`src/dlm_ram.sv`:
```
module dlm_ram #(
  parameter int WIDTH = 16,
  parameter int DEPTH = 64
) (
  input  logic                                   clk,
  input  logic                                   we,
  input  logic [(DEPTH > 1 ? $clog2(DEPTH) : 1)-1:0] waddr,
  input  logic [WIDTH-1:0]                       wdata,
  input  logic [(DEPTH > 1 ? $clog2(DEPTH) : 1)-1:0] raddr,
  output logic [WIDTH-1:0]                       rdata
);

  logic [WIDTH-1:0] mem [DEPTH];

  always_ff @(posedge clk) begin
    if (we) begin
      mem[waddr] <= wdata;
    end
    rdata <= mem[raddr];
  end

endmodule

```
`config.mk`:
```
export PLATFORM = sky130hd
export DESIGN_NAME = dlm_ram
export DESIGN_NICKNAME = d
export VERILOG_FILES = /design/src/dlm_ram.sv
export SDC_FILE = /design/constraint.sdc
export NUM_CORES = 1
export LEC_CHECK = 0
export BUFFER_PORTS_ARGS = -buffer_cell sky130_fd_sc_hd__buf_2
export CAP_MARGIN = 15
export CORE_MARGIN = 1
export CORE_UTILIZATION = 40
export DETAILED_ROUTE_END_ITERATION = 8
export SKIP_CTS_REPAIR_TIMING = 1
export SLEW_MARGIN = 25
export SYNTH_ARGS = -nofsm -noshare
export SYNTH_HDL_FRONTEND = slang
export SYNTH_SLANG_ARGS = --single-unit
```
`constraint.sdc`:
```
create_clock -name clk -period 3 [get_ports clk]
set_clock_uncertainty 0.2 [all_clocks]
set_input_delay 0.6 -clock clk [delete_from_list [all_inputs] [get_ports clk]]
set_output_delay 0.6 -clock clk [all_outputs]
set_load 0.005 [all_outputs]
```
Yosys cells after proc, flatten, opt, wreduce, memory -nomap -nowiden --
Memory sizes are Yosys's and may differ from the RTL's. A register that Yosys moved wholly into a read port is not among the register bits. Cells that the tools add are included.
Word-level totals: bits in registers 0, bits in writable memories 1024, input port bits 30, output and inout port bits 16, logic and storage cells 3, memories 1
Memories:
- mem | depth 64, width 16, rd ports 1, clocked after Yosys merged registers in 1, wr ports 1, line 13 | logic [WIDTH-1:0] mem [DEPTH];
Operators by class: mux-type cells 2
Operators with widths (number):
- 2-to-1 mux 1 bit | 2

Depth between registers and ports, before layout --
depth in word-level cells 2, gate-level depth with buffers 10, depth with buffers taken out 5

Least setup slack after synthesis --
Ideal clock, no wire load.
kind input-to-reg, from in waddr[3] (netlist bit), to mem mem[48][0], enable pin, library setup time 0.409 ns, arrival time 2.226 ns, data required time 2.391 ns, setup slack 0.165 ns, stages 4, path buffers 1, cells stage by stage clkbuf_1 nor2b_1 nand4b_1 nor3_1
RTL lines:
- start, declared | line 7 | input logic [(DEPTH > 1 ? $clog2(DEPTH) : 1)-1:0] waddr,
- end, declared | line 13
No word-level cell before the write port.

==> flow_metrics.py <==
metrics = {
    "layout": {
        "utilization": 0.470,
        "syn2layout_area_growth_pct": 15.9,
        "fin_cells": 3469,
        "num-nets-final": 2118,
        "fillers": 8118,
        "multi_input_area_um2": 8250,
        "regArea_um2": 31100,
        "fin_area_um2": 46400,
        "layout-drive-gt1-share": 0.303,
    },
    "critical_path": {
        "max_stage_delay_ns": 0.62,
        "cpMostUsedCell": "buf_4",
        "crit_type": "primary input to register",
        "cp_slowest_cell": "a31oi_1",
        "cp.required_ns": 3.32,
        "r2r_cells": 6,
        "cp_max_fo": 14,
        "endpoint_kind": "register",
        "crit_family": "compound AO/OA/AOI/OAI gates",
        "r2r_setup_slack_ns": 0.48,
        "worstPathCellList": "buf_8, buf_4, mux4_2, nor2b_1, a211o_1, a31oi_1, buf_4, a311oi_1",
        "r2r-start": "mem[11][15]$_DFFE_PP_",
        "critPathArrivalTime_ns": 2.94,
        "rr_endpoint": "rdata[15]$_DFF_P_",
        "cp-start-kind": "primary input",
        "crit_buf_inv": 3,
    },
    "routing": {
        "drtPass1Iterations": 7,
        "detail-route-antenna-nets": 0,
        "wl_um": 96400,
        "wl_per_cell_um": 27.8,
        "vias_per_cell": 5.57,
        "drt_iter0_drc": 1902,
        "drcViolationCount": 0,
        "vias": 19336,
    },
    "placement": {
        "gp_congestion": 0.819,
        "numPortBuffers": 45,
        "dp.cells": 3267,
        "placed_area_um2": 43000,
        "dp_slack_ns": -0.270,
        "hpwlAfterDp_um": 60500,
    },
    "timing": {
        "rsz0062_at_grt": "false",
        "fin_ws_ns": 0.382,
        "worst_pin_slew_ns": 0.925,
        "finalHoldViolCount": 0,
        "slew_headroom": 0.384,
        "fin_crit_ns": 2.62,
        "setup_violations": 0,
        "fin_crit_sh": 0.873,
        "max_freq_ghz": 0.382,
        "fin_setup_tns_ns": 0,
        "final_max_slew_viol_count": 0,
    },
    "clocking": {
        "cts.sinks": 1040,
        "clock_path_buffers": 3,
        "cts_tree": "built",
        "clk_latency_ns": 0.67,
        "cts_root_buf": "clkbuf_16",
        "cts_made_buffers": 106,
        "clkTransAtPathRegs_ns": 0.06,
        "htree_levels": 3,
    },
    "floorplan": {
        "chipWidth_um": 318,
        "rows": 115,
        "start_util": 0.406,
        "core_um2": 98700,
        "die_h_um": 318,
        "io_pins": 46,
        "dieArea_um2": 101000,
    },
    "job": {
        "maxCapViolations": 0,
    },
    "yosys": {
        "yosys.area.top_type": "edfxtp_1",
        "synth_xor_xnor_area_share": 0,
        "synth_most_common_cell": "edfxtp_1",
        "synth_top_family_by_area": "multiplexers",
        "synth.mux.area_fraction": 0.155,
        "ys_top_cells_by_area": "edfxtp_1 77%, mux4_2 12%, mux2i_1 2.1%",
        "ys_seq_area_frac": 0.776,
        "netlist_instances": 1829,
        "synthSimpleGateAreaFrac": 0.0265,
        "synth_compound_area_frac": 0.0241,
        "ys_types": 43,
        "ys_ff_latch": 1040,
        "netlist_area_um2": 40000,
        "yosys.area.top_type_share": 0.768,
        "syn_avg_cell_area_um2": 21.9,
        "synthArstFlopShare": 0,
        "yosysWarnings": 0,
        "synth_ff_type": "edfxtp_1",
        "synth_fp_nets": 1859,
        "synth_edf_count": 1024,
        "ys_top_cells_by_count": "1024 x edfxtp_1, 220 x mux4_2, 85 x mux2i_1",
        "synth-adder-area-share": 0,
    },
    "global_route": {
        "antenna_found_initial": 13,
        "grt_start_max_net_pins": 65,
        "grt_pass1_vias": 19780,
        "overflow": 0,
        "grt_usage": 0.191,
        "grt_first_pass_wirelength_um": 139000,
    },
    "power": {
        "pwr_density_cell_nw_per_um2": 656,
        "p_leak_nw": 14.9,
        "peakVddDrop_mv": 0.438,
    },
    "run_status": {
        "status": "finished, final reports clean",
    },
    "hold_path": {
        "whs_endpoint": "mem[55][7]$_DFFE_PP_",
        "hold_class": "primary input to register",
        "hold_depth": 1,
        "min-delay-start": "wdata[7]",
    },
}
[worst max path at each step]
stage	cells after the start	slack, ns	startpoint	to
finish	8	0.38	raddr[0]	rdata[11]$_DFF_P_
global route	8	0.37	raddr[0]	rdata[11]$_DFF_P_
CTS	8	0.43	raddr[0]	rdata[11]$_DFF_P_
detailed placement	8	-0.27	raddr[0]	rdata[11]$_DFF_P_
global placement	8	-0.27	raddr[0]	rdata[11]$_DFF_P_
floorplan	4	0.17	waddr[3]	mem[48][0]$_DFFE_PP_
[registers in the layout (all words and copies together) (netlist names)]
register,count
rdata,16
mem,1024
[power by group]
part	switching (W)	internal (W)	total, W
clock	0.00531	0.00742	0.0127
combinational	0.000946	0.000643	0.00159
sequential	0.0000557	0.0161	0.0161
total	0.00631	0.0241	0.0305
[metrics by stage]
step	hold slack (ns)	power [W]
2_1_floorplan	0.499	0.0173
3_3_place_gp	0.638	0.0180
3_5_place_dp	0.631	0.0181
4_1_cts	0.0963	0.0307
5_1_grt	0.107	0.0313
6_report	0.136	0.0305
[cell families (layout without fill, tap and decap cells)]
logic type             Yosys count  count (layout)
AO/OA/AOI/OAI                  129             129
buffers and inverters          104             453
flip-flops                    1040            1040
multiplexers                   336             336
other                            0               4
AND/OR/NAND/NOR                220             220
[worst register-to-register path, cell delays in order (launching register included)]
cell and delay [ns]:
edfxtp_1 0.37, mux4_2 0.47, nor2b_1 0.14, a211o_1 0.31, a31oi_1 0.61, buf_4 0.23
a311oi_1 0.04
[routing by layer]
metal | up-vias | part of all wire | track usage
met5 | - | 0.0010 | 0
met4 | 16 | 0.024 | 0.0521
met3 | 153 | 0.068 | 0.0379
met2 | 698 | 0.49 | 0.314
met1 | 10245 | 0.41 | 0.258
li1 | 8224 | - | -
[placed cells by master (no fill, tap or decap), types with 3 or more instances in the layout]
cell type and count:
buf_2 42, mux2_2 27, nand3_1 24, buf_4 190
a31oi_1 8, o21ai_1 3, mux4_1 4, a211oi_1 8
dfxtp_1 16, bufinv_16 8, clkbuf_1 29, clkbuf_16 108
nand2b_1 3, a22o_1 6, a41oi_1 5, edfxtp_1 1024
a21oi_1 17, a22oi_1 39, diode_2 4, mux4_2 220
nor2_1 72, clkinv_1 20, nand2_1 59, nor2b_1 30
clkinv_2 22, o21ai_0 5, nand4_1 12, a211o_1 8
and4_1 5, nor4_2 3, clkinv_8 3, a221oi_1 16
buf_12 20, mux2i_1 85, a221o_1 6, clkbuf_8 5
a311oi_1 8
[cell type report]
cell class | count | area share
antenna | 4 | 0.000216
clock buffer | 142 | 0.0621
clock inverter | 56 | 0.0108
multi-input combinational | 685 | 0.178
sequential | 1040 | 0.670
tap | 1287 | 0.0347
timing repair buffer | 255 | 0.0448
No activity file was read; power rests on OpenSTA's default activity.
