<file path="src/dlm_pkg.sv">
package dlm_pkg;

  // Value format and accumulator.
  localparam int DATA_WIDTH = 16;
  localparam int ACC_WIDTH  = 40;
  localparam int PROD_WIDTH = 2 * DATA_WIDTH;

  // Default store sizes.
  localparam int MAX_INPUTS  = 64;
  localparam int MAX_NEURONS = 64;

  // Port field widths.
  localparam int IDX_W  = 6;
  localparam int CNT_W  = 7;
  localparam int FRAC_W = 4;
  localparam int CFG_IDX_W = 2;

  typedef enum logic [1:0] {
    OP_LOAD_WEIGHT  = 2'd0,
    OP_LOAD_BIAS    = 2'd1,
    OP_LOAD_FEATURE = 2'd2,
    OP_RUN          = 2'd3
  } op_t;

  typedef enum logic [CFG_IDX_W-1:0] {
    CFG_INPUT_COUNT  = 2'd0,
    CFG_NEURON_COUNT = 2'd1,
    CFG_RELU_ENABLE  = 2'd2,
    CFG_FRAC_BITS    = 2'd3
  } cfg_idx_t;

  // Commands from the sequencer to the MAC unit.
  typedef struct packed {
    logic issue;   // operands are being read this cycle
    logic first;   // first product of a neuron, starts from the bias
    logic round;   // register the rounded sum
  } mac_ctl_t;

endpackage

</file>
<file path="src/dlm_seq.sv">
module dlm_seq #(
  parameter int MAX_INPUTS  = dlm_pkg::MAX_INPUTS,
  parameter int MAX_NEURONS = dlm_pkg::MAX_NEURONS,
  localparam int RW  = (MAX_INPUTS > 1) ? $clog2(MAX_INPUTS) : 1,
  localparam int NW  = (MAX_NEURONS > 1) ? $clog2(MAX_NEURONS) : 1,
  localparam int WAW = (MAX_INPUTS * MAX_NEURONS > 1) ?
                       $clog2(MAX_INPUTS * MAX_NEURONS) : 1
) (
  input  logic                          clk,
  input  logic                          rst_n,
  input  logic                          start,
  input  logic [dlm_pkg::CNT_W-1:0]     input_count,
  input  logic [dlm_pkg::CNT_W-1:0]     neuron_count,
  input  logic                          mac_busy,
  input  logic                          out_free,
  output logic                          busy,
  output dlm_pkg::mac_ctl_t             ctl,
  output logic [RW-1:0]                 feat_addr,
  output logic [NW-1:0]                 bias_addr,
  output logic [WAW-1:0]                weight_addr,
  output logic                          out_load,
  output logic [dlm_pkg::IDX_W-1:0]     out_neuron,
  output logic                          out_last
);

  localparam int ICW = ($clog2(MAX_INPUTS + 1) > dlm_pkg::CNT_W) ?
                       $clog2(MAX_INPUTS + 1) : dlm_pkg::CNT_W;
  localparam int NCW = ($clog2(MAX_NEURONS + 1) > dlm_pkg::CNT_W) ?
                       $clog2(MAX_NEURONS + 1) : dlm_pkg::CNT_W;

  typedef enum logic [4:0] {
    S_IDLE  = 5'b00001,
    S_ISSUE = 5'b00010,
    S_WAIT  = 5'b00100,
    S_ROUND = 5'b01000,
    S_EMIT  = 5'b10000
  } state_t;

  state_t        state_r, state_nxt;
  logic [RW-1:0] r_r, r_nxt, r_last_r, r_last_nxt;
  logic [NW-1:0] n_r, n_nxt, n_last_r, n_last_nxt;
  logic [ICW-1:0] ic;
  logic [NCW-1:0] nc;
  logic [RW-1:0] r_last_cl;
  logic [NW-1:0] n_last_cl;

  // Counts of zero act as one, counts above the store size as the size.
  always_comb begin
    ic = ICW'(input_count);
    nc = NCW'(neuron_count);
    if (ic == '0) begin
      r_last_cl = '0;
    end else if (ic > ICW'(MAX_INPUTS)) begin
      r_last_cl = RW'(MAX_INPUTS - 1);
    end else begin
      r_last_cl = RW'(ic - ICW'(1));
    end
    if (nc == '0) begin
      n_last_cl = '0;
    end else if (nc > NCW'(MAX_NEURONS)) begin
      n_last_cl = NW'(MAX_NEURONS - 1);
    end else begin
      n_last_cl = NW'(nc - NCW'(1));
    end
  end

  always_comb begin
    state_nxt  = state_r;
    r_nxt      = r_r;
    n_nxt      = n_r;
    r_last_nxt = r_last_r;
    n_last_nxt = n_last_r;
    ctl        = '0;
    out_load   = 1'b0;
    unique case (state_r)
      S_IDLE: begin
        if (start) begin
          r_nxt      = '0;
          n_nxt      = '0;
          r_last_nxt = r_last_cl;
          n_last_nxt = n_last_cl;
          state_nxt  = S_ISSUE;
        end
      end
      S_ISSUE: begin
        ctl.issue = 1'b1;
        ctl.first = (r_r == '0);
        if (r_r == r_last_r) begin
          state_nxt = S_WAIT;
        end else begin
          r_nxt = r_r + RW'(1);
        end
      end
      S_WAIT: begin
        if (!mac_busy) begin
          state_nxt = S_ROUND;
        end
      end
      S_ROUND: begin
        ctl.round = 1'b1;
        state_nxt = S_EMIT;
      end
      S_EMIT: begin
        if (out_free) begin
          out_load = 1'b1;
          if (n_r == n_last_r) begin
            state_nxt = S_IDLE;
          end else begin
            n_nxt     = n_r + NW'(1);
            r_nxt     = '0;
            state_nxt = S_ISSUE;
          end
        end
      end
      default: begin
        state_nxt = S_IDLE;
      end
    endcase
  end

  always_ff @(posedge clk) begin
    if (!rst_n) begin
      state_r <= S_IDLE;
    end else begin
      state_r <= state_nxt;
    end
    r_r      <= r_nxt;
    n_r      <= n_nxt;
    r_last_r <= r_last_nxt;
    n_last_r <= n_last_nxt;
  end

  assign busy        = (state_r != S_IDLE);
  assign feat_addr   = r_r;
  assign bias_addr   = n_r;
  assign weight_addr = WAW'(r_r) * WAW'(MAX_NEURONS) + WAW'(n_r);
  assign out_neuron  = dlm_pkg::IDX_W'(n_r);
  assign out_last    = (n_r == n_last_r);

endmodule

</file>
<file path="config.mk">
export PLATFORM = sky130hd
export DESIGN_NAME = dlm_seq
export DESIGN_NICKNAME = d
export VERILOG_FILES = /design/src/dlm_pkg.sv /design/src/dlm_seq.sv
export SDC_FILE = /design/constraint.sdc
export NUM_CORES = 1
export LEC_CHECK = 0
export BUFFER_PORTS_ARGS = -buffer_cell sky130_fd_sc_hd__buf_2
export CAP_MARGIN = 20
export CORE_UTILIZATION = 45
export CTS_CLUSTER_DIAMETER = 120
export DETAILED_ROUTE_END_ITERATION = 12
export HOLD_SLACK_MARGIN = 0.02
export PLACE_DENSITY_LB_ADDON = 0.3
export SYNTH_ARGS = -nofsm -noshare
export SYNTH_HDL_FRONTEND = slang
export SYNTH_SLANG_ARGS = --single-unit
</file>
<file path="constraint.sdc">
create_clock -name clk -period 4.4 [get_ports clk]
set_input_delay 0.88 -clock clk [delete_from_list [all_inputs] [get_ports clk]]
set_output_delay 0.88 -clock clk [all_outputs]
set_load 0.02 [all_outputs]
</file>
Yosys cells after proc, flatten, opt, wreduce, memory -nomap -nowiden:

Cells that the tools add are included.

* muxes and demuxes: 20
* $add $sub $neg: 5
* reductions and logical operators: 9
* magnitude comparators: 2
* equality and inequality tests: 14

Operators with widths (count)
* 2-to-1 mux 6 bit: 8
* case mux 5 bit (5 select lines): 1
* 2-to-1 mux 5 bit: 4
* case mux 6 bit (3 select lines): 1
* > comparator 7 bit (second input constant): 2
* zero test 7 bit: 2
* adder 12 x 6 -> 12 bit: 1
* adder 6 x 1 -> 6 bit (second input constant): 2
* equality test 6 bit: 2
* != test 2 bit (second input constant): 6
* case mux 6 bit (2 select lines): 1
* subtractor 6 x 1 -> 6 bit (second input constant): 2
* AND reduction 4 bit: 2
* zero test 6 bit: 1
* equality test 5 x 1 -> 1 bit (second input constant): 1
* equality test 5 x 2 -> 1 bit (second input constant): 1
* equality test 5 x 3 -> 1 bit (second input constant): 1
* equality test 5 x 4 -> 1 bit (second input constant): 1
* equality test 5 bit (second input constant): 1
* != test 5 x 1 -> 1 bit (second input constant): 1
* AND reduction 5 bit: 1
* 2-to-1 mux 2 bit: 2
* 2-to-1 mux 1 bit: 3
* nonzero test 3 bit: 1
* other kinds (2): 2

* output and inout bits: 36
* input port bits: 19
* flip-flop bits (word level): 29
* word-level logic and storage cells: 55

Depth between registers and ports, before layout:

Gate-level depths: netlist (run 1).

* word-level depth: 4
* mapped depth: 6
* gate-level depth less buffers: 6

Worst setup path before layout (run 1):

Ideal clock, no wire load.

* path type: reg-to-reg
* from: register n_r[2], in the netlist bias_addr[2]
* to: register r_r[0], in the netlist feat_addr[0], enable pin
* cell stages (with the launch flop): 6
* library setup time: 0.382 ns
* period minus slack after synthesis: 2.136 ns
* slack: 2.264 ns
* path buffers: 0
* arrival time: 1.755 ns
* data required time: 4.018 ns
* cells stage by stage: edfxtp_1 -> xnor2_1 -> nand4_1 -> nor3_2 -> o21ba_2 -> a311oi_1

* word-level cells in the longest chain between the ends: 3

RTL lines
* start: declaration: line dlm_seq.sv:41 `logic [NW-1:0] n_r, n_nxt, n_last_r, n_last_nxt;`
* start signal: assignment: line dlm_seq.sv:128 `n_r <= n_nxt;`
* equality test 6 bit
* named net out_last: line dlm_seq.sv:23 `output logic out_last`
* != test 2 bit (no source line)
* AND reduction 5 bit (no source line)
* end signal: assignment: line dlm_seq.sv:127 `r_r <= r_nxt;`
* end: declaration: line dlm_seq.sv:40 `logic [RW-1:0] r_r, r_nxt, r_last_r, r_last_nxt;`

The timed path passes the listed nets, and every way through them passes these cells.
A chain may end at the register's enable or synchronous reset.

Final worst setup path (run 1):

* from: register state_r[3]
* to: output out_load

* word-level cells in the longest chain between the ends: 2

RTL lines
* start: declaration: line dlm_seq.sv:39 `state_t state_r, state_nxt;`
* start signal: assignment: line dlm_seq.sv:125 `state_r <= state_nxt;`
* equality test 5 bit: line dlm_seq.sv:75 `unique case (state_r)`
* 2-to-1 mux 1 bit: line dlm_seq.sv:75
* end: declaration: line dlm_seq.sv:21 `output logic out_load,`

Every way passes these cells.

==> results of run 1 <==
==> synth_stat cells (2+ instances only) <==
library cell  number
and3_1             2
edfxtp_1          24
buf_4             18
nor2_2             3
and2_1             2
o21ai_0            7
nand4_1            2
nor3_1             2
nor2b_1            2
ha_1               6
dfxtp_1            5
a21oi_1            5
xor2_1            13
nand3_1            5
inv_1             10
nor2_1            23
xnor2_1           15
nand2_1            8
==> stage by stage <==
step	setup WS, ns	cell area [um2]	std cells	power (mW)
after detailed placement	1.92	2050	264	1.27
after CTS	1.81	2140	272	1.47
final	1.82	2140	272	1.46
after floorplan	2.26	1870	180	1.15
after global placement	1.97	2050	264	1.25
after global routing	1.62	2140	272	1.57
==> metal layers <==
| metal | routed length (um) | share of wire, % | up-vias | GRT usage (%) |
|---|---|---|---|---|
| li1 | - | - | 692 | - |
| met1 | 1420 | 44 | 637 | 20.5 |
| met2 | 1600 | 50 | 36 | 28.3 |
| met3 | 163 | 5.1 | 2 | 4.83 |
| met4 | 31 | 0.96 | 0 | 6.91 |
| met5 | 0 | 0 | - | 0 |
==> layout make-up <==
cell class | count | share of cell area [%]
clock buffers | 5 | 3.22
well taps | 50 | 2.93
multi-input cells | 120 | 40.0
clock inverters | 3 | 0.820
inverters | 11 | 1.99
flip-flops and latches | 29 | 38.4
repair buffers | 54 | 12.7
==> logic make-up (layout without fill, tap and decap cells) <==
| kind of cell | after synthesis | after routing | share of synthesized area, % |
|---|---|---|---|
| compound gates | 26 | 26 | 10.8 |
| xor+xnor | 28 | 28 | 13.1 |
| fa+ha+maj | 7 | 7 | 4.55 |
| buf+inv | 31 | 73 | 10.4 |
| flops | 29 | 29 | 43.9 |
| simple gates | 59 | 59 | 17.2 |
==> flip-flops by register name, summed over array words and instances (netlist names) <==
register   flops
state_r        5
n_last_r       6
r_last_r       6
bias_addr      6
feat_addr      6
==> where the power goes <==
group	internal (mW)	switching [mW]
sequential	0.431	0.143
clock	0.109	0.0983
combinational	0.252	0.425
==> worst max-delay path: cells and delay by family (launching register included) <==
kind                   cells  cell delay [ns]
and+or+nand+nor            3             0.84
buffers and inverters      1             0.19
DFF                        1             0.39
==> how the worst max path moves through the flow <==
| stage | start | slack, ns | endpoint | cells past startpoint |
|---|---|---|---|---|
| global placement | out_free | 1.97 | feat_addr[3] | 4 |
| global route | state_r[3] | 1.62 | out_load | 4 |
| finish | state_r[3] | 1.82 | out_load | 4 |
| floorplan | bias_addr[2] | 2.26 | feat_addr[0] | 5 |
| CTS | state_r[3] | 1.81 | out_load | 4 |
| detailed placement | out_free | 1.92 | feat_addr[4] | 4 |
==> layout by cell type (no fill, tap or decap), drive strengths merged, types with 2 or more instances in the layout <==
master / count
buf: 54
nor2: 26
edfxtp: 24
xnor2: 15
xor2: 13
inv: 10
nand2: 8
o21ai: 8
ha: 6
nand3: 6
a21oi: 5
clkbuf: 5
dfxtp: 5
nor3: 4
clkinv: 3
nand4: 2
and3: 2
and2: 2
nor2b: 2
==> results by group, run 1 <==
Job
  – Max_cap viols: 0

Global route
  – Tot GR Track Use: 17.0%
  – Number of global-route vias before repair: 1312
  – GRT overflow: 0
  – Initial antenna violation count: 0
  – Pin count of the biggest net entering global routing: 13
  – First-pass GRT wire length: around 5600 um

Clocking
  – Clk_lat worst skew: around 0.28 ns
  – # clock sinks: 29
  – CTS buffer count: 5
  – Root Buffer: clkbuf_8
  – Post-cts sizing count: 0
  – Htree depth: 2
  – Hold_buf cts: 0
  – Setup Fix Bufs, Post-CTS: 0
  – CTS max path bufs: 2
  – CTS clock-pin slew for the worst setup and hold paths: ~0.07 ns
  – CTS tree: built

STA
  – Total Neg Setup Slack: 0 ns
  – Slew @ Worst Pin: 1.03 ns
  – WHS: approximately 0.64 ns
  – Final min period: 2.58 ns
  – Final setup fails: 0
  – RSZ-0062 raised after global routing: false
  – Slew Limit Headroom: between 30% and 40%
  – Clock skew: ~0.0082 ns
  – Final slew viol count: 0
  – Final hold viol count: 0
  – FMAX: 0.388 GHz
  – Final period util: 58.6%

Synth
  – Synth area leaders: edfxtp_1 39%, buf_4 7.2%, xnor2_1 7.0%
  – Post-synth net total: approximately 210
  – EDFF count, synth: 24
  – Mapped cell area: about 1900 um2
  – FFs w/ async S/R, synth: 0%
  – Post-synthesis sequential area ratio: between 40% and 50%
  – Synthesized area per cell: 10.4 um2
  – Synth warn: 0
  – Main synth FF type: edfxtp_1
  – Leading area contributor after synthesis: edfxtp_1
  – #FFs+latches synth: 29
  – Netlist cell types: 46
  – Syn Inst Count: 180
  – Yosys top cell area share: slightly below 40%

Placement
  – DP HPWL: 2530 um
  – GPL Wtd Cong: 0.730
  – Port bufs: 54

Hold path
  – Hold path endpoint: state_r[0]
  – Hold_sp: state_r[4]
  – Hold Path Stages: 2
  – Hold Crit Class: reg2reg

Setup path
  – Slowest cell on the critical path: dfxtp_1
  – WS Path Type: reg2out
  – RR Endpoint: feat_addr[0]
  – Reg-to-reg slack, setup: 2.01 ns
  – Startpoint types: flop
  – CP Data Required Time: 3.52 ns
  – Crit path DAT: between 1.5 and 2 ns
  – CP peak stage delay: just under 0.4 ns
  – Crit path capture type: primary output
  – Worst reg2reg path depth: 3
  – CP Cell Sequence: nor3_4 > nand3b_1 > nor2_1 > buf_2
  – Crit-path max FO: 12
  – FF-to-FF Start: state_r[3]

Final layout
  – Final core occ: around 53%
  – ANT cells: 0
  – Layout fillers: between 300 and 400
  – Area Growth Syn to Fin: 14.3%
  – Share of post-route cells with drive strength above 1: 34.7%
  – Multi-input gate area: 853 um2
  – Layout Nets: 246
  – Sequential Area: approximately 820 um2

Detailed routing
  – Starting DRT DRC Count: 61
  – Post-route antenna net violation count: 0
  – DR vias/cell: 5.03
  – Vias: 1367
  – Residual DRC count: 0
  – Routed wire length: 3210 um
  – DR WL/cell: 11.8 um
  – First-pass detailed-route iteration total: 6

Outcome
  – Status: finished, final reports clean

Floorplanning
  – Num ports: 55
  – Row cnt: 23
  – Total die area: 4410 um2
  – Die Height: 66.4 um
  – Effective utilization at floorplan: 46.7%
  – Total core area: 4000 um2
  – Die X: around 66 um

Power
  – Lkg Pwr: approximately 0.9 nW
  – Peak VDD IR: 0.198 mV
  – Pwr dens: 683 nW/um2
(Power assumes the default switching activity.)
==> run 2: changes to the inputs <==
==> constraint.sdc (replaced) <==
create_clock -name clk -period 2.25 [get_ports clk]
set_input_delay 0.45 -clock clk [delete_from_list [all_inputs] [get_ports clk]]
set_output_delay 0.45 -clock clk [all_outputs]
set_load 0.02 [all_outputs]
==> run 2 against run 1 <==
Against the previous run: die area did not move; largest power group unchanged; clock-buffer cell count rose by 2; first-iteration DRC count fell by 34%; cell area rose by 2.5%; clock power rose by 130%.
==> results by group, run 2 (synthesis results as in run 1) <==
Final layout
  – Share of post-route cells with drive strength above 1: 36.1%
  – ANT cells: 0
  – Finished Cell Area: 2190 um2
  – Most common cell after layout, fill and taps aside: buf_2
  – Area Growth Syn to Fin: 17.1%
  – Multi-input gate area: around 850 um2
  – Layout fillers: 353
  – Cell Count, Final, Fillers Out: roughly 280
  – Layout Nets: 251
  – Most frequent cells in the layout: 54 x buf_2, 24 x edfxtp_1, 23 x nor2_1
  – Sequential Area: 821 um2

Clocking
  – CTS max path bufs: 2
  – Post-cts sizing count: 0
  – Setup Fix Bufs, Post-CTS: 0
  – CTS clock-pin slew for the worst setup and hold paths: 0.06 ns
  – Root Buffer: clkbuf_8
  – Clk_lat worst skew: about 0.28 ns
  – Hold_buf cts: 0
  – CTS tree: built
  – # clock sinks: 29
  – Htree depth: 2
  – CTS buffer count: 5

Setup path
  – RR Endpoint: feat_addr[2]
  – Crit path capture type: primary output
  – Worst reg2reg path depth: 5
  – CP Data Required Time: 1.80 ns
  – Crit path DAT: 1.58 ns
  – Reg-to-reg slack, setup: 0.42 ns
  – Startpoint types: flop
  – Worst setup path start: state_r[3]
  – Worst setup endpoint: out_load
  – WS Path Type: reg2out
  – FF-to-FF Start: state_r[3]
  – Crit-path max FO: 9

STA
  – Slew Limit Headroom: 64.8%
  – Slew @ Worst Pin: approximately 0.53 ns
  – Final hold viol count: 0
  – RSZ-0062 raised after global routing: false
  – Final period util: 90.4%
  – Final slew viol count: 0
  – Final setup fails: 0
  – Clock skew: ~0.0037 ns
  – WHS: 0.403 ns
  – Total Neg Setup Slack: 0 ns
  – Final min period: 2.03 ns
  – FMAX: ~0.49 GHz

Global route
  – GRT overflow: 0
  – Initial antenna violation count: 0
  – Number of global-route vias before repair: 1296
  – Pin count of the biggest net entering global routing: 13
  – First-pass GRT wire length: 5620 um
  – Tot GR Track Use: 17.4%

Placement
  – DP Cell Count: 269
  – DP HPWL: between 2000 and 3000 um
  – GPL Wtd Cong: 0.769
  – Area of placed instances: 2090 um2
  – Port bufs: 54

Detailed routing
  – DR WL/cell: about 12 um
  – Residual DRC count: 0
  – Routed wire length: 3290 um
  – Post-route antenna net violation count: 0
  – Vias: 1373
  – Starting DRT DRC Count: 40
  – DR vias/cell: ~5
  – First-pass detailed-route iteration total: 4

Job
  – Max_cap viols: 0

Power
  – Total power: ~3 mW
  – Pwr dens: 1370 nW/um2
  – Lkg Pwr: 0.931 nW
  – Peak VDD IR: 0.426 mV

Floorplanning
  – Effective utilization at floorplan: 46.7%
  – Total core area: 4000 um2
  – Total die area: around 4400 um2
  – Die Height: 66.4 um
  – Row cnt: 23
  – Die X: 66.4 um
  – Num ports: 55

Outcome
  – Status: finished, final reports clean

Hold path
  – Hold Path Stages: 2
  – Hold Crit Class: in2reg
==> run 2: cell types whose count changed in the layout (fill, tap and decap cells not counted) <==
cell / change
clkinv_2: -1
clkinvlp_4: -1
buf_4: +5
clkbuf_8: +2
==> run 2: through the flow <==
step	setup slack [ns]	util, %
2_1_floorplan	0.114	-
3_3_place_gp	0.407	52.2
3_5_place_dp	0.374	52.2
4_1_cts	0.184	54.7
5_1_grt	0.0352	54.7
6_report	0.216	54.7
==> run 2: power breakdown <==
group,internal (mW),leakage (nW),switching [mW]
clock,0.276,0.0542,0.193
sequential,0.840,0.267,0.266
combinational,0.560,0.609,0.862
==> run 2: worst max-delay path: stages (launching register included) <==
cell and delay, ns:
dfxtp_1 0.38, nor3_4 0.27, nand3b_1 0.31, nor2_1 0.17, buf_2 0.18
==> run 2: cell type report <==
class / instances / area share (%)
clock buffer: 7 / 4.40
clock inverter: 1 / 0.229
inverter: 11 / 1.94
multi-input combinational: 120 / 39.0
sequential: 29 / 37.5
tap: 50 / 2.86
timing repair buffer: 59 / 14.1
==> run 2: per-layer routing <==
metal | GRT usage, % | share of wire [%] | up-vias
met1 | 20.3 | 45 | 637
met5 | 0 | 0 | -
li1 | - | - | 699
met4 | 7.45 | 1.1 | 0
met2 | 29.7 | 49 | 33
met3 | 5.00 | 4.7 | 4
==> run 2: worst min-delay path by stage <==
| stage | endpoint | slack [ns] | startpoint |
|---|---|---|---|
| after floorplan | state_r[0] | 0.52 | rst_n |
| after global placement | state_r[0] | 0.64 | state_r[4] |
| after detailed placement | state_r[0] | 0.63 | state_r[4] |
| after CTS | state_r[0] | 0.39 | rst_n |
| after global routing | state_r[0] | 0.40 | rst_n |
| final | state_r[0] | 0.40 | rst_n |
