## config.mk

```make
export PLATFORM = sky130hd
export DESIGN_NAME = dlm_mac
export DESIGN_NICKNAME = d
export VERILOG_FILES = /design/src/dlm_pkg.sv /design/src/dlm_mac.sv
export SDC_FILE = /design/constraint.sdc
export NUM_CORES = 1
export LEC_CHECK = 0
export BUFFER_PORTS_ARGS = -buffer_cell sky130_fd_sc_hd__buf_2
export CAP_MARGIN = 40
export CORE_UTILIZATION = 29
export DETAILED_ROUTE_END_ITERATION = 7
export PLACE_DENSITY_LB_ADDON = 0.15
export SLEW_MARGIN = 20
export SYNTH_ARGS = -nofsm -noshare
export SYNTH_HDL_FRONTEND = slang
export SYNTH_SLANG_ARGS = --single-unit
```

## constraint.sdc

```tcl
create_clock -name clk -period 9.65 [get_ports clk]
set_clock_uncertainty 0.15 [all_clocks]
set_input_delay 1.93 -clock clk [delete_from_list [all_inputs] [get_ports clk]]
set_output_delay 1.93 -clock clk [all_outputs]
set_load 0.01 [all_outputs]
```

## src/dlm_pkg.sv

```systemverilog
package dlm_pkg;

  // Value format and accumulator.
  localparam int DATA_WIDTH = 16;
  localparam int ACC_WIDTH  = 40;
  localparam int PROD_WIDTH = 2 * DATA_WIDTH;

  // Default store sizes.
  localparam int MAX_INPUTS  = 64;
  localparam int MAX_NEURONS = 64;

  // Port field widths.
  localparam int IDX_W  = 6;
  localparam int CNT_W  = 7;
  localparam int FRAC_W = 4;
  localparam int CFG_IDX_W = 2;

  typedef enum logic [1:0] {
    OP_LOAD_WEIGHT  = 2'd0,
    OP_LOAD_BIAS    = 2'd1,
    OP_LOAD_FEATURE = 2'd2,
    OP_RUN          = 2'd3
  } op_t;

  typedef enum logic [CFG_IDX_W-1:0] {
    CFG_INPUT_COUNT  = 2'd0,
    CFG_NEURON_COUNT = 2'd1,
    CFG_RELU_ENABLE  = 2'd2,
    CFG_FRAC_BITS    = 2'd3
  } cfg_idx_t;

  // Commands from the sequencer to the MAC unit.
  typedef struct packed {
    logic issue;   // operands are being read this cycle
    logic first;   // first product of a neuron, starts from the bias
    logic round;   // register the rounded sum
  } mac_ctl_t;

endpackage

```

## src/dlm_mac.sv

```systemverilog
module dlm_mac (
  input  logic                                 clk,
  input  logic                                 rst_n,
  input  dlm_pkg::mac_ctl_t                    ctl,
  input  logic [dlm_pkg::DATA_WIDTH-1:0]       feature_rd,
  input  logic [dlm_pkg::DATA_WIDTH-1:0]       weight_rd,
  input  logic [dlm_pkg::DATA_WIDTH-1:0]       bias_rd,
  input  logic [dlm_pkg::FRAC_W-1:0]           frac_bits,
  input  logic                                 relu_enable,
  output logic                                 busy,
  output logic signed [dlm_pkg::DATA_WIDTH-1:0] act
);

  localparam int DW  = dlm_pkg::DATA_WIDTH;
  localparam int AW  = dlm_pkg::ACC_WIDTH;
  localparam int PW  = dlm_pkg::PROD_WIDTH;
  localparam int RNW = AW + 1;

  localparam logic signed [RNW-1:0] SAT_HI = {{(RNW-DW+1){1'b0}}, {(DW-1){1'b1}}};
  localparam logic signed [RNW-1:0] SAT_LO = {{(RNW-DW+1){1'b1}}, {(DW-1){1'b0}}};

  logic                  v1_r, v2_r;
  logic                  first1_r, first2_r;
  logic signed [PW-1:0]  prod_r;
  logic signed [AW-1:0]  bias_q_r;
  logic signed [AW-1:0]  acc_r;
  logic signed [RNW-1:0] rnd_r;
  logic [RNW-1:0]        round_ofs;
  logic signed [RNW-1:0] shifted;

  assign busy = v1_r | v2_r;

  // Half of one output step, zero when there are no fraction bits.
  assign round_ofs = (RNW'(1) << frac_bits) >> 1;

  always_ff @(posedge clk) begin
    if (!rst_n) begin
      v1_r     <= 1'b0;
      v2_r     <= 1'b0;
      first1_r <= 1'b0;
      first2_r <= 1'b0;
    end else begin
      v1_r     <= ctl.issue;
      v2_r     <= v1_r;
      first1_r <= ctl.first;
      first2_r <= first1_r;
    end
  end

  // Store read data arrives in the cycle after the address; the bias read
  // is taken together with the first product of its neuron.
  always_ff @(posedge clk) begin
    prod_r   <= $signed(feature_rd) * $signed(weight_rd);
    bias_q_r <= AW'($signed(bias_rd)) <<< frac_bits;
    if (v2_r) begin
      acc_r <= (first2_r ? bias_q_r : acc_r) + AW'(prod_r);
    end
    if (ctl.round) begin
      rnd_r <= $signed({acc_r[AW-1], acc_r}) + $signed(round_ofs);
    end
  end

  always_comb begin
    shifted = rnd_r >>> frac_bits;
    if (relu_enable && shifted[RNW-1]) begin
      act = '0;
    end else if (shifted > SAT_HI) begin
      act = SAT_HI[DW-1:0];
    end else if (shifted < SAT_LO) begin
      act = SAT_LO[DW-1:0];
    end else begin
      act = shifted[DW-1:0];
    end
  end

endmodule

```

# Yosys cells after proc, flatten, opt, wreduce, memory -nomap -nowiden
# Index checks and enable logic that the tools add are counted.
# classes
n_addsub	2
mul	1
order_cmp	2
n_shift	3
mux	4
n_bitwise	1
n_reduce_logical	1
# ops
cell	count
$mux W16	3
$add A40 B41 Y41	1
$gt A41 B16 Y1 const B	1
$lt A41 B16 Y1 const B	1
$shl A1 B4 Y41 const A	1
$sshr A41 B4 Y41	1
$add A40 B32 Y40	1
$mux W40	1
$sshl A16 B4 Y40	1
$mul A16 B16 Y32	1
$logic_and A1 B1 Y1	1
$or A1 B1 Y1	1
# word_totals
ff_bits	157
in_bits	58
output_inout_bits	17

# Logic depth before layout (Yosys ltp)
# Gate-level depths: netlist of the first run.
# depth
word_depth	5
depth_mapped	24

# Worst setup path after synthesis of the first run
# OpenSTA, ideal clock, no wires.
# synth_timing
path_kind	input to register
startpoint	input weight_rd[6] (netlist name)
endpoint	register prod_r[22]
setup_ns	0.065
t_arrival_ns	7.540
required_ns	9.435
path_slack_ns	1.895
cell_stages	21
n_path_buf	1
cell_sequence	clkbuf_1 > and2_1 > fa_1 > inv_1 > fa_1 > fa_1 > fa_1 > inv_1 > fa_1 > inv_1 > fa_1 > inv_1 > ha_1 > a211o_1 > o211ai_1 > a21oi_1 > or3_1 > a21boi_1 > o21ai_0 > or4b_1 > nand4b_1
# synth_between
elab_chain_len	1
# synth_rtl
item	line_no	source
start, declared	dlm_mac.sv:6	input logic [dlm_pkg::DATA_WIDTH-1:0] weight_rd,
$mul A16 B16 Y32	dlm_mac.sv:53	prod_r <= $signed(feature_rd) * $signed(weight_rd);
end signal, assigned	dlm_mac.sv:53	
end, declared	dlm_mac.sv:24	logic signed [PW-1:0] prod_r;
# No other way between the ends.
# A chain may end at the register's enable or synchronous reset.

# Worst setup path after layout of the first run
# layout_timing
startpoint	input weight_rd[15] (netlist name)
endpoint	register prod_r[31]
# Same word-level chain as after synthesis.

==> reports/results.ini, run 1 <==
[synth]
synthXorXnorAreaFrac_pct=4.18
syn_avg_cell_area_um2=9.16
yosysTopAreaCell=fa_1
synth_fa_ha_area_share_pct=33.7
synth_nets=2721
synthesis.area_um2=20700
synthArstFlopShare_pct=0
synth_compound_area_share_pct=11.9
synthSimpleGateAreaFrac_pct=15.0
yosysWarningCount=0
synth_seq_cells=148
yosys.cell_types.count=77
seq_area_frac_synth_pct=18.2
netlist_instances=2263
synth_top_family_by_area=adder cells
synth_edf_count=81
synth.most_common_cell=inv_1
synth_top_area_share_pct=25.5
synth.area.top_cells=fa_1 26%, edfxtp_1 12%, ha_1 8.2%, inv_1 6.7%, dfxtp_1 6.5%
synth_common_cells=371 x inv_1, 264 x fa_1, 224 x nand2_1, 136 x and2_1, 136 x ha_1
synthMuxAreaShare_pct=8.30
synth-main-ff-cell=edfxtp_1

[die]
rows=97
ioPinCount=75
fp.dieH_um=269
die_area_um2=72500
start_util_pct=29.4
fp.coreArea_um2=70400
die-width_um=269

[clocking]
cts_tree=built
ctsHoldBuffers=0
worstSkewPairLatency_ns=0.44
cts_sinks=148
htree_levels=4
root_buffer=clkbuf_16
cts.clk_slew.worst_paths_ns=0.06
cts_resized=0
postCtsSetupBuffers=0
cts_buffer_depth=2
numCtsBuffers=17

[critical_path]
path_class=in -> reg
required_ns=9.82
worstPathArrival_ns=8.16
critical-path-max-stage-delay_ns=0.66
crit_slowest_cell=o41ai_1
start_kind=input pin
crit_path_frequent_cell=fa_1
cp_max_fo=14
crit_chain=buf_2 -> inv_1 -> nor2_1 -> fa_1 -> fa_1 -> fa_1 -> fa_1 -> fa_1 -> inv_1 -> fa_1 -> inv_1 -> ha_1 -> and4_1 -> and4_1 -> o221ai_1 -> a21oi_1 -> o41ai_1 -> o21ai_0 -> xnor2_1
worst_setup_path_end_kind=flip-flop

[timing]
worstMarginPinSlew_ns=0.778
hold_violations=0
finalCritPeriodShare_pct=82.9
fmax_ghz=0.125
whs_ns=0.282
slew_violations=0
slew_headroom_pct=47.8
setup_viol=0
rsz0062_at_grt=no
tns_ns=0
period_minus_slack_ns=8.00

[layout]
fin_util_pct=32.1
drive_gt1_share_pct=9.68
area_growth_pct=8.91
num-nets-final=2738
n_antenna_cell=0

[grt]
grt_util_met2_pct=24.9
grt_max_degree=65
grt-busiest-layer=met2
grtUsageTotal_pct=15.0
grt.met1_usage_pct=21.0
gr-usage-met3_pct=1.59
grt_pass1_wl_mm=88.1
gr-total-overflow=0
grt_pass1_vias=16295
antenna_found_initial=1

[detailed_routing]
firstDrtPassIters=5
vias=15318
vias_per_cell=4.74
drc=0
antenna_left=0
drtIter0Drc=839
wirelength_mm=53.7
wl_per_cell_um=16.6

[flow_run]
maxCapViolCount=0

[worst_hold_path]
worstHoldPathType=reg -> reg

[outcome]
outcome=finished clean

[placed_design]
io_buffers=74
place_hpwl_mm=44.6
finalWeightedCongestion=0.845

==> worst max-delay path, delay by kind of cell <==
family | cells | cell delay (ns)
buf+inv | 4 | 0.65
fa+ha+maj | 7 | 3.54
xor+xnor | 1 | 0.17
compound gates | 4 | 1.20
simple gates | 3 | 0.66
==> final cells by class <==
class                      count  area (um2)
timing repair buffer          86         488
clock buffer                  18         450
inverter                     372        1400
sequential                   148        3780
fill                        7379       47800
clock inverter                14         133
multi-input combinational   1655       15100
tap                          940        1180
==> worst paths after layout <==
path                  from    endpoint  slack, ns  cells past startpoint
max          weight_rd[15]  prod_r[31]       1.65                     19
min               first1_r    first2_r       0.28                      1
max reg2reg       first2_r   acc_r[37]       5.04                     11
min reg2reg       first1_r    first2_r       0.28                      1
==> cells in the final DEF (no fill, tap or decap), types with 9 or more instances in the layout <==
cell type / n
dfxtp_1: 65
mux2_2: 56
buf_2: 74
mux2i_1: 57
and3_1: 20
and2_1: 136
a21o_1: 45
nand3_1: 23
nand2_1: 224
nand4_1: 20
edfxtp_1: 81
xor2_1: 23
nor2b_1: 15
nor2_1: 135
a211oi_1: 25
o211ai_1: 17
nor3_1: 27
o21bai_1: 11
o21ai_2: 10
ha_1: 136
o21a_1: 17
inv_1: 371
clkbuf_16: 18
xnor2_1: 76
nand2b_1: 12
buf_4: 9
fa_1: 264
a21oi_1: 106
mux4_2: 23
o21ai_0: 78
==> layer usage <==
layer | routed length [um] | up-vias
li1 | - | 7491
met1 | 26900 | 7525
met2 | 24500 | 262
met3 | 1530 | 40
met4 | 748 | 0
met5 | 0 | -
==> kinds of logic (layout without fill, tap and decap cells) <==
group           Yosys count  after routing
xor+xnor                 99             99
fa+ha+maj               400            400
compound gates          378            378
mux                     136            136
simple gates            642            642
buf+inv                 460            490
flops                   148            148
==> metrics by stage <==
| stage | instance area [um2] | cells | setup WS, ns |
|---|---|---|---|
| final | 22600 | 3233 | 1.65 |
| after global routing | 22600 | 3233 | 1.34 |
| after CTS | 22500 | 3231 | 1.57 |
| after detailed placement | 21900 | 3199 | 1.09 |
| after global placement | 21900 | 3197 | 1.21 |
| after floorplan | 20700 | 2263 | 1.89 |
==> registers in the layout, indices dropped and copies added (netlist names) <==
| signal | flops |
|---|---|
| v1_r | 1 |
| acc_r | 40 |
| rnd_r | 41 |
| bias_q_r | 31 |
| first1_r | 1 |
| first2_r | 1 |
| prod_r | 32 |
| v2_r | 1 |
Power of run 1 is not shown: default switching activity piles up to over one toggle a cycle in this logic, so the estimate is an artifact.
==> inputs of run 2 (changes only) <==
--- a/config.mk
+++ b/config.mk
@@ -5,6 +5,7 @@
 export SDC_FILE = /design/constraint.sdc
 export NUM_CORES = 1
 export LEC_CHECK = 0
+export ABC_AREA = 1
 export BUFFER_PORTS_ARGS = -buffer_cell sky130_fd_sc_hd__buf_2
 export CAP_MARGIN = 40
 export CORE_UTILIZATION = 29
==> constraint.sdc (replaced) <==
create_clock -name clk -period 7.6 [get_ports clk]
set_clock_uncertainty 0.15 [all_clocks]
set_input_delay 1.52 -clock clk [delete_from_list [all_inputs] [get_ports clk]]
set_output_delay 1.52 -clock clk [all_outputs]
set_load 0.01 [all_outputs]
==> run 2 against run 1 <==
Register-to-register slack got worse by 1.6 ns. Final area increased by 3.0%. Setup slack lost 1.0 ns. Critical endpoint is now prod_r[30]. Largest cell class unchanged. Via count increased by 17%. Final cell count increased by 19%. Die area increased by 3.0%. Core utilization down 0.15 points. Critical path type unchanged. Global-route usage up 2.0 points. Synthesized cell count rose by 27%. Area after synthesis increased by 3.0%. First-iteration DRC count rose by 24%.
==> reports/results.ini, run 2 <==
[synth]
synthesis.area_um2=21300
synthArstFlopShare_pct=0
seq_area_frac_synth_pct=17.7
syn_avg_cell_area_um2=7.41
yosysWarningCount=0
synth-main-ff-cell=edfxtp_1
synth_top_area_share_pct=24.8
netlist_instances=2880
synth_nets=3338
synth.most_common_cell=nand2_1
synth_seq_cells=148
synth.area.top_cells=fa_1 25%, nand2_1 12%, edfxtp_1 11%, inv_1 11%, ha_1 8.0%
synth_edf_count=81
yosys.cell_types.count=48
yosysTopAreaCell=fa_1
synth_common_cells=675 x nand2_1, 621 x inv_1, 264 x fa_1, 195 x nand3_1, 188 x nor2_1

[critical_path]
start_kind=input pin
cp_max_fo=16
worstPathArrival_ns=7.21
critical-path-max-stage-delay_ns=0.61
r2r_slack_ns=3.46
worst_setup_path_end_kind=flip-flop
required_ns=7.83
crit_chain=buf_2 -> nand2_1 -> fa_1 -> inv_1 -> fa_1 -> buf_12 -> fa_1 -> inv_1 -> fa_1 -> inv_1 -> fa_1 -> inv_1 -> fa_1 -> inv_1 -> ha_1 -> inv_1 -> nor3_1 -> nand4_1 -> nor4_1 -> nand2_1 -> nand2_1 -> xor2_1
path_class=in -> reg
crit_slowest_cell=fa_1

[clocking]
cts_resized=0
root_buffer=clkbuf_16
numCtsBuffers=17
postCtsSetupBuffers=0
cts_sinks=148
worstSkewPairLatency_ns=0.45
cts.clk_slew.worst_paths_ns=0.06
ctsHoldBuffers=0
htree_levels=4
cts_tree=built
cts_buffer_depth=2

[timing]
slew_violations=0
setup_viol=0
finalCritPeriodShare_pct=91.9
worstMarginPinSlew_ns=0.744
tns_ns=0
rsz0062_at_grt=no
final.setup.worst_slack_ns=0.615
whs_ns=0.264
fmax_ghz=0.143
period_minus_slack_ns=6.98
slew_headroom_pct=49.9
hold_violations=0

[detailed_routing]
wl_per_cell_um=16.0
drc=0
antenna_left=0
wirelength_mm=61.9
vias=17985
drtIter0Drc=1039
vias_per_cell=4.66
firstDrtPassIters=6

[die]
fp.coreArea_um2=72800
start_util_pct=29.3
rows=99
fp.dieH_um=273
die_area_um2=74700
ioPinCount=75
die-width_um=273

[layout]
mostFrequentLayoutCells=675 x nand2_1, 621 x inv_1, 264 x fa_1, 195 x nand3_1, 188 x nor2_1
largest_reg_flops=41
largest-register=rnd_r
drive_gt1_share_pct=6.27
fillCellCount=7958
n_antenna_cell=0
area_growth_pct=8.88
seqCellArea_um2=3780
reg_top3=rnd_r x41, acc_r x40, prod_r x32
num-nets-final=3349
multi_input_area_um2=14700
final_common_cell=nand2_1

[placed_design]
place_hpwl_mm=53.4
io_buffers=74
finalWeightedCongestion=0.893
dp_slack_ns=0.175

[grt]
grtUsageTotal_pct=17.1
antenna_found_initial=0
grt_pass1_vias=18630
grt_pass1_wl_mm=101
gr-total-overflow=0
grt_max_degree=66

[flow_run]
maxCapViolCount=0

[outcome]
outcome=finished clean

[worst_hold_path]
worstHoldPathType=reg -> reg

-- run 2: cell count changes in the layout (fill, tap and decap cells not counted), moves of 20 or more --
cell / delta
mux2_2: -37
a211oi_1: -20
and2_1: -136
xnor2_1: -38
nand3_1: +172
nor2_1: +53
xor2_1: +48
a21o_1: -29
mux2i_1: -52
nand2_1: +451
o21ai_0: +69
inv_1: +250
mux4_2: -23
-- run 2: critical path: cells and delay by family --
kind	cells	cell delay (ns)
adder cells (fa/ha/maj)	7	3.52
buffers and inverters	8	0.87
XOR/XNOR	1	0.14
AND/OR/NAND/NOR	6	1.13
-- run 2: final cells by class --
type,count,share of cell area [%]
repair buffers,103,2.69
inverters,626,10.1
clock inverters,12,0.398
well taps,959,5.16
clock buffers,20,2.01
flip-flops and latches,148,16.2
multi-input cells,1995,63.4
-- run 2: logic make-up after synthesis --
kind of cell | after synthesis | share of synthesized area [%]
simple gates | 1117 | 21.5
mux | 24 | 1.24
flops | 148 | 17.7
buf+inv | 737 | 13.3
fa+ha+maj | 400 | 32.7
xor+xnor | 109 | 4.47
compound gates | 345 | 9.11
-- run 2: worst paths after layout --
| path | startpoint | end | cells after the start |
|---|---|---|---|
| worst max register to register | first2_r | acc_r[31] | 12 |
| worst min-delay path | first1_r | first2_r | 2 |
| worst max-delay path | weight_rd[6] | prod_r[30] | 22 |
| worst min register to register | first1_r | first2_r | 2 |
-- run 2: metrics by stage --
stage | utilization [%] | instance area, um2 | instances
detailed placement | 31.1 | 22700 | 3831
finish | 31.9 | 23200 | 3863
CTS | 31.9 | 23200 | 3863
global route | 31.9 | 23200 | 3863
floorplan | - | 21300 | 2880
global placement | 31.1 | 22600 | 3829
-- run 2: metal layers --
metal / vias to the layer above / track usage (%) / share of wire, %
li1: 8901 / - / -
met1: 8694 / 22.5 / 47
met2: 314 / 29.7 / 48
met3: 76 / 1.65 / 2.6
met4: 0 / 4.50 / 2.1
met5: - / 0 / 0
Power of run 2 is left out for the same reason.
==> inputs of run 3 (changes only) <==
==> constraint.sdc (replaced) <==
create_clock -name clk -period 7.27 [get_ports clk]
set_clock_uncertainty 0.15 [all_clocks]
set_input_delay 1.454 -clock clk [delete_from_list [all_inputs] [get_ports clk]]
set_output_delay 1.454 -clock clk [all_outputs]
set_load 0.01 [all_outputs]
==> run 3 against run 2 <==
Clock-buffer cell count stayed put. Sequential share of layout area fell by 0.11 points. Core utilization rose by 0.22 points. Worst hold slack worse by 0.014 ns. First-iteration DRC count up 2.7%. Critical path depth up 2. Register-to-register slack worse by 0.24 ns. Final area grew 0.70%. Critical path type unchanged. Critical endpoint is now prod_r[29].
==> reports/results.ini, run 3 (synthesis gave the netlist of run 2 again) <==
[outcome]
outcome=finished clean

[layout]
fillCellCount=7854
n_antenna_cell=0
area_growth_pct=9.64
seqCellArea_um2=3780
drive_gt1_share_pct=6.72
reg_top3=rnd_r x41, acc_r x40, prod_r x32
largest_reg_flops=41
multi_input_area_um2=14700
final_common_cell=nand2_1
num-nets-final=3363
mostFrequentLayoutCells=675 x nand2_1, 621 x inv_1, 264 x fa_1, 195 x nand3_1, 188 x nor2_1
largest-register=rnd_r

[timing]
tns_ns=0
fmax_ghz=0.145
worstMarginPinSlew_ns=0.789
period_minus_slack_ns=6.90
setup_viol=0
finalCritPeriodShare_pct=95.0
rsz0062_at_grt=no
hold_violations=0
slew_violations=0
slew_headroom_pct=46.8

[grt]
grt.met1_usage_pct=22.1
gr-total-overflow=0
gr-usage-met3_pct=1.33
grt_util_met2_pct=29.6
grtUsageTotal_pct=16.9
grt_pass1_wl_mm=101
grt_pass1_vias=19136
antenna_found_initial=0
grt-busiest-layer=met2
grt_max_degree=66

[clocking]
ctsHoldBuffers=0
numCtsBuffers=17
cts_resized=0
postCtsSetupBuffers=0
cts_sinks=148
cts_buffer_depth=2
worstSkewPairLatency_ns=0.45
cts.clk_slew.worst_paths_ns=0.06
htree_levels=4
root_buffer=clkbuf_16
cts_tree=built

[critical_path]
path_class=in -> reg
worstPathArrival_ns=7.08
critical-path-max-stage-delay_ns=0.57
required_ns=7.45
path_buf_inv=7
start_kind=input pin
cp_max_fo=16
crit_chain=buf_2 -> nand2_1 -> fa_1 -> inv_1 -> fa_1 -> inv_1 -> fa_1 -> inv_1 -> fa_1 -> fa_1 -> inv_1 -> fa_1 -> inv_1 -> ha_1 -> nand2_1 -> nor2_1 -> inv_1 -> nor3_1 -> nand3_1 -> nand3_1 -> nand2_1 -> nand2_1 -> a21oi_1 -> xor2_1
crit_slowest_cell=fa_1
worst_setup_path_end_kind=flip-flop
cp_top_family=adder cells

[die]
fp.dieH_um=273
die_area_um2=74700
die-width_um=273
fp.coreArea_um2=72800
start_util_pct=29.3
rows=99
ioPinCount=75

[detailed_routing]
wl_per_cell_um=15.7
wirelength_mm=60.8
drtIter0Drc=1067
vias=17906
antenna_left=0
firstDrtPassIters=6
drc=0
vias_per_cell=4.62

[flow_run]
maxCapViolCount=0

[placed_design]
io_buffers=74
place_hpwl_mm=52.8
finalWeightedCongestion=0.919

[worst_hold_path]
worstHoldPathType=reg -> reg

-- run 3: path summary, 6_finish.rpt --
path           startpoint    endpoint  slack, ns  cells after the start
max reg2reg      first2_r   acc_r[31]       3.22                     12
min              first1_r    first2_r       0.25                      2
max          weight_rd[9]  prod_r[29]       0.37                     24
min reg2reg      first1_r    first2_r       0.25                      2
-- run 3: per-stage QoR --
stage	setup WS (ns)	cell area (um2)	util, %	std cells	hold WS, ns
finish	0.367	23400	32.1	3877	0.250
global route	0.114	23400	32.1	3877	0.267
CTS	0.365	23400	32.1	3877	0.254
detailed placement	-0.110	22800	31.3	3845	0.250
global placement	-0.0439	22700	31.2	3842	0.255
floorplan	0.0931	21300	-	2880	0.240
-- run 3: worst min-delay path: stages, from the launching register on --
cell and delay (ns):
dfxtp_1 0.29, nand2_1 0.05, inv_1 0.03
-- run 3: area by class of cell --
cell class	instances	share of cell area [%]
flip-flops and latches	148	16.1
clock buffers	20	2.00
repair buffers	117	3.18
well taps	959	5.13
inverters	626	10.0
multi-input cells	1995	62.9
clock inverters	12	0.588
-- run 3: metal layers --
metal,part of all wire [%],routed length (um),vias to the layer above
met4,2.0,1210,0
met3,2.7,1630,69
met2,48,29200,353
met1,47,28800,8557
li1,-,-,8927
met5,0,0,-
Power of run 3 is left out for the same reason.
